`config.mk`:
```
export PLATFORM = sky130hd
export DESIGN_NAME = pmt_ctrl
export DESIGN_NICKNAME = d
export VERILOG_FILES = /design/src/pmt_pkg.sv /design/src/pmt_ctrl.sv
export SDC_FILE = /design/constraint.sdc
export NUM_CORES = 1
export LEC_CHECK = 0
export BUFFER_PORTS_ARGS = -buffer_cell sky130_fd_sc_hd__buf_4
export CAP_MARGIN = 10
export CORE_MARGIN = 2
export CORE_UTILIZATION = 40
export DETAILED_ROUTE_END_ITERATION = 10
export HOLD_SLACK_MARGIN = 0.12
export SLEW_MARGIN = 20
export SYNTH_ARGS = -nofsm -noshare
export SYNTH_HDL_FRONTEND = slang
export SYNTH_SLANG_ARGS = --single-unit
```
`constraint.sdc`:
```
create_clock -name i_clk -period 2.1 [get_ports i_clk]
set_input_delay 0.315 -clock i_clk [delete_from_list [all_inputs] [get_ports i_clk]]
set_output_delay 0.315 -clock i_clk [all_outputs]
set_load 0.1 [all_outputs]
```
`src/pmt_pkg.sv`:
```
`default_nettype none
package pmt_pkg;

    typedef enum logic [1:0] {
        OP_TICK   = 2'd0,
        OP_SET    = 2'd1,
        OP_MOVE   = 2'd2,
        OP_MOVETO = 2'd3
    } t_opcode;

    typedef enum logic [3:0] {
        S_IDLE,
        S_DIFF,
        S_NORM,
        S_SQ,
        S_SQRT,
        S_PROD,
        S_DIV,
        S_STEP,
        S_SNAP,
        S_OUT
    } t_state;

    localparam int R_W    = 30;   // normalized distance magnitude
    localparam int SPD_W  = 31;
    localparam int PROD_W = SPD_W + R_W;
    localparam int RAD_W  = 62;   // sum of three squares
    localparam int ROOT_W = RAD_W / 2;
    localparam int CNT_W  = 5;

    localparam logic [CNT_W-1:0] LAST_MUL  = CNT_W'(3);
    localparam logic [CNT_W-1:0] LAST_ITER = CNT_W'(ROOT_W - 1);

    typedef struct packed {
        logic       load;
        logic       diff;
        logic       norm;
        logic       sq;
        logic       prod;
        logic       mul_en;
        logic       acc_en;
        logic [1:0] idx;
        logic       sqrt_step;
        logic       div_step;
        logic       step;
        logic       snap;
        logic       out_load;
    } t_cmd;

    typedef struct packed {
        logic is_tick;
        logic at_target;
        logic norm_done;
        logic out_free;
    } t_stat;

endpackage
`default_nettype wire

```
`src/pmt_ctrl.sv`:
```
`default_nettype none
module pmt_ctrl (
    input  wire logic          i_clk,
    input  wire logic          i_rst_n,
    input  wire logic          i_in_valid,
    output logic               o_in_ready,
    input  wire pmt_pkg::t_stat i_stat,
    output pmt_pkg::t_cmd      o_cmd
);
    import pmt_pkg::*;

    t_state           r_state, n_state;
    logic [CNT_W-1:0] r_cnt, n_cnt;

    always_ff @(posedge i_clk) begin
        if (!i_rst_n) begin
            r_state <= S_IDLE;
            r_cnt   <= '0;
        end else begin
            r_state <= n_state;
            r_cnt   <= n_cnt;
        end
    end

    always_comb begin
        n_state = r_state;
        n_cnt   = r_cnt + CNT_W'(1);
        unique case (r_state)
            S_IDLE: begin
                if (i_in_valid) begin
                    n_state = (i_stat.is_tick && !i_stat.at_target) ? S_DIFF : S_OUT;
                end
            end
            S_DIFF: n_state = S_NORM;
            S_NORM: begin
                if (i_stat.norm_done) begin
                    n_state = S_SQ;
                end
            end
            S_SQ: begin
                if (r_cnt == LAST_MUL) begin
                    n_state = S_SQRT;
                end
            end
            S_SQRT: begin
                if (r_cnt == LAST_ITER) begin
                    n_state = S_PROD;
                end
            end
            S_PROD: begin
                if (r_cnt == LAST_MUL) begin
                    n_state = S_DIV;
                end
            end
            S_DIV: begin
                if (r_cnt == LAST_ITER) begin
                    n_state = S_STEP;
                end
            end
            S_STEP: n_state = S_SNAP;
            S_SNAP: n_state = S_OUT;
            S_OUT: begin
                if (i_stat.out_free) begin
                    n_state = S_IDLE;
                end
            end
            default: n_state = S_IDLE;
        endcase
        if (n_state != r_state) begin
            n_cnt = '0;
        end
    end

    always_comb begin
        o_cmd      = '0;
        o_in_ready = 1'b0;
        o_cmd.idx  = r_cnt[1:0];
        unique case (r_state)
            S_IDLE: begin
                o_in_ready = 1'b1;
                o_cmd.load = i_in_valid;
            end
            S_DIFF: o_cmd.diff = 1'b1;
            S_NORM: o_cmd.norm = 1'b1;
            S_SQ: begin
                o_cmd.sq     = 1'b1;
                o_cmd.mul_en = (r_cnt != LAST_MUL);
                o_cmd.acc_en = (r_cnt != '0);
            end
            S_SQRT: o_cmd.sqrt_step = 1'b1;
            S_PROD: begin
                o_cmd.prod   = 1'b1;
                o_cmd.mul_en = (r_cnt != LAST_MUL);
                o_cmd.acc_en = (r_cnt != '0);
            end
            S_DIV:  o_cmd.div_step = 1'b1;
            S_STEP: o_cmd.step     = 1'b1;
            S_SNAP: o_cmd.snap     = 1'b1;
            S_OUT:  o_cmd.out_load = i_stat.out_free;
            default: o_cmd = '0;
        endcase
    end

endmodule
`default_nettype wire

```
==> impl_results.md <==
* Number of buffers created by CTS at 3
* Slowest stage cell on the critical path: sky130_fd_sc_hd__nor4b_4
* Area Growth Syn to Fin at 40.6%
* Minimum period implied by the final worst setup slack at 1970 ps
* Filler instances at 173
* Post-DP HPWL at 1350 um
* Worst vdd rail ir drop at 0.000502 V
* Reg-to-reg critical path startpoint: r_cnt[1]
* Global-route wire length before repair at 2920 um
* Via density at 5.30
* Share of the synthesized area in the top cell type at 0.236
* Via count at 737
* Largest stage delay on the critical path at 410 ps
* Share of synthesized area occupied by flip-flops and latches at 0.236
* Buffers & Inverters on Critical Path at 1
* Mapped Nets at 100
* Routed Antenna Nets at 0
* Initial antenna violation count at 0
* Setup Viol. Count Final at 0
* Total power per unit cell area at 779 nW/um^2
* Reg2Reg Depth at 5
* I/O pins at 22
* H-tree depth at 1
* Maximum number of pins on one net before global-route repair at 19
* Clock tree sinks at 9
* Die Footprint at 2280 um^2
* Total global routing overflow at 0
* Netlist cell types at 40
* Power, Total at 0.837 mW
* Number of register bits inferred by synthesis at 9
* Nature of the critical path endpoint: primary output
* Normalized max-slew margin at 0.646
* Hold buffer count at CTS at 0
* Floorplan die height at 47.7 um
* Largest cells by area after synthesis: sky130_fd_sc_hd__dfxtp_1, sky130_fd_sc_hd__ha_1, sky130_fd_sc_hd__nor4_1
* Highest net fanout along the worst path at 5
* Async set-or-reset flop fraction in the synthesized netlist at 0
* Cell row count at 15
* Worst setup slack after placement at 246 ps
* Reg2reg setup slack at 320 ps
* Fin crit share at 0.937
* Number of stages on the worst setup path at 4
* Count of endpoints failing hold in the final timing report at 0
* Cell area after synthesis at 764 um^2
* Leading cell types by count after synthesis: sky130_fd_sc_hd__dfxtp_1, sky130_fd_sc_hd__nand2_1, sky130_fd_sc_hd__nor2_1, sky130_fd_sc_hd__nor4_1, sky130_fd_sc_hd__nor3_1
* Count of input and output buffers at 21
* Critical Path RT at 1780 ps
* Sequential Area at 184 um^2
* Setup repair after global routing missed its margin: false
* Highest Clock Rate at 0.508 GHz
* Termination of the worst setup path: o_cmd[8]
* Core Area at 1760 um^2
* EDFF count, synth at 0
* Layout cells sized above 1 at 0.447
* Outcome: completed
* Vias in the first global route at 644
* Type of the worst setup path: reg -> out
* Number of detailed-routing iterations run before antenna repair at 4
* Worst clock skew at 6.75 ps
* Slew Viols, Final at 0
* Drt first-iter violations at 11
* Least setup slack across all paths after layout at 133 ps
* Final weighted congestion in routability-driven placement at 0.806
* Count of synthesis-stage warnings from yosys at 0
* Inserted Diodes at 0
* Arr. time, crit path at 1650 ps
* Slew at the pin with the worst max-slew slack at 523 ps
* Type of origin of the critical path: register
* WL/cell at 12.5 um
* Crit path launch: r_cnt[1]
* CTS tree: built
* Layout net count at 125
* Initial core utilization at 0.433
* Worst-case clock buffer depth at 2
* # Max-Cap Violations at 0
* Multi-input gate area in the final layout at 631 um^2
* Library cell occupying the most area in the post-synthesis netlist: sky130_fd_sc_hd__dfxtp_1
* Clock transition time at the flip-flop clock pins of the worst setup and hold paths at 60 ps
* Clock latency on the worst-skew pair at 260 ps
* Cells along the critical path: ha_1 -> nor4b_4 -> nor3b_4 -> buf_4
* Lkg Pwr at 0.419 nW
* Min-Delay Path Class: in -> reg
* Top delay family on crit path: simple AND/OR/NAND/NOR gates
* Reg2Reg Capture Point: r_cnt[3]
* Horiz. Die Dim at 47.7 um
* Most used flip-flop cell after synthesis: sky130_fd_sc_hd__dfxtp_1
* Root Buffer Master: sky130_fd_sc_hd__clkbuf_4
* Total DRC errors in the routed layout at 0
* Global Route Usage Sum at 0.182
* Mean area per synthesized cell at 8.49 um^2
* Post-synthesis instance total at 90
* Total length of routed wires at 1730 um
## routing by layer
| layer | track usage | part of all wire | wire length (um) |
|---|---|---|---|
| met1 | 0.277 | 0.50 | 869 |
| met2 | 0.259 | 0.42 | 728 |
| met5 | 0 | 0 | 0 |
| met4 | 0.0162 | 0 | 0 |
| met3 | 0.0566 | 0.077 | 133 |
## kinds of logic after synthesis
family	share of synthesized area
compound gates	0.128
xor+xnor	0.0458
fa+ha+maj	0.0491
buf+inv	0.0720
flops	0.236
mux	0.0131
simple gates	0.457
## area by class of cell
type / instances / share of cell area
well taps: 25 / 0.0291
inverters: 2 / 0.00698
flip-flops and latches: 9 / 0.171
multi-input cells: 73 / 0.587
clock buffers: 4 / 0.0244
repair buffers: 26 / 0.182
## through the flow
| stage | hold slack (ps) | util | cell area, um^2 | TNS (ps) | std cells |
|---|---|---|---|---|---|
| finish | 337 | 0.609 | 1070 | 0 | 139 |
| global route | 332 | 0.609 | 1070 | 0 | 139 |
| CTS | 336 | 0.607 | 1070 | 0 | 139 |
| detailed placement | 604 | 0.592 | 1040 | 0 | 135 |
| floorplan | 440 | - | 870 | -1370 | 90 |
| global placement | 598 | 0.592 | 1040 | 0 | 135 |
## worst min path at each step
| stage | startpoint | slack (ps) | end | cells past startpoint |
|---|---|---|---|---|
| 2_1_floorplan | i_rst_n | 440 | r_cnt[1] | 2 |
| 3_3_place_gp | r_cnt[0] | 600 | r_cnt[0] | 3 |
| 3_5_place_dp | r_cnt[0] | 600 | r_cnt[0] | 3 |
| 4_1_cts | i_rst_n | 340 | r_cnt[4] | 3 |
| 5_1_grt | i_rst_n | 330 | r_state[3] | 2 |
| 6_report | i_rst_n | 340 | r_state[3] | 2 |
## placed cells by master (no fill, tap or decap), types with 3 or more instances in the layout
cell type | synthesis | final
sky130_fd_sc_hd__nor2_1 | 6 | 3
sky130_fd_sc_hd__clkbuf_4 | 0 | 3
sky130_fd_sc_hd__ha_1 | 3 | 3
sky130_fd_sc_hd__buf_4 | 2 | 26
sky130_fd_sc_hd__nand2_1 | 9 | 9
sky130_fd_sc_hd__nor3_4 | 0 | 4
sky130_fd_sc_hd__dfxtp_2 | 0 | 3
sky130_fd_sc_hd__dfxtp_1 | 9 | 6
sky130_fd_sc_hd__nor2_2 | 0 | 3
sky130_fd_sc_hd__nand2b_1 | 4 | 4
sky130_fd_sc_hd__nor4_1 | 6 | 5
## worst reg2reg max path: cells and delay by family, from the launching register on
kind | cells | cell delay [ps]
compound gates | 2 | 540
fa+ha+maj | 1 | 230
simple gates | 2 | 490
flops | 1 | 390
## flip-flops by register name (all words and copies together), names as in the netlist
register,cells
r_cnt,5
r_state,4
## timing repair
item | in CTS | in global routing
hold endpoints to repair | 0 | 0
resized for setup | 0 | 3
buffers inserted | 0 | 0
setup endpoints to repair | 0 | 5
## power breakdown
part           internal, mW  switching [mW]
clock                0.0732          0.0594
combinational         0.147           0.326
sequential            0.188          0.0429
total                 0.408           0.429
Note: power is estimated with default switching activity, not from simulation.
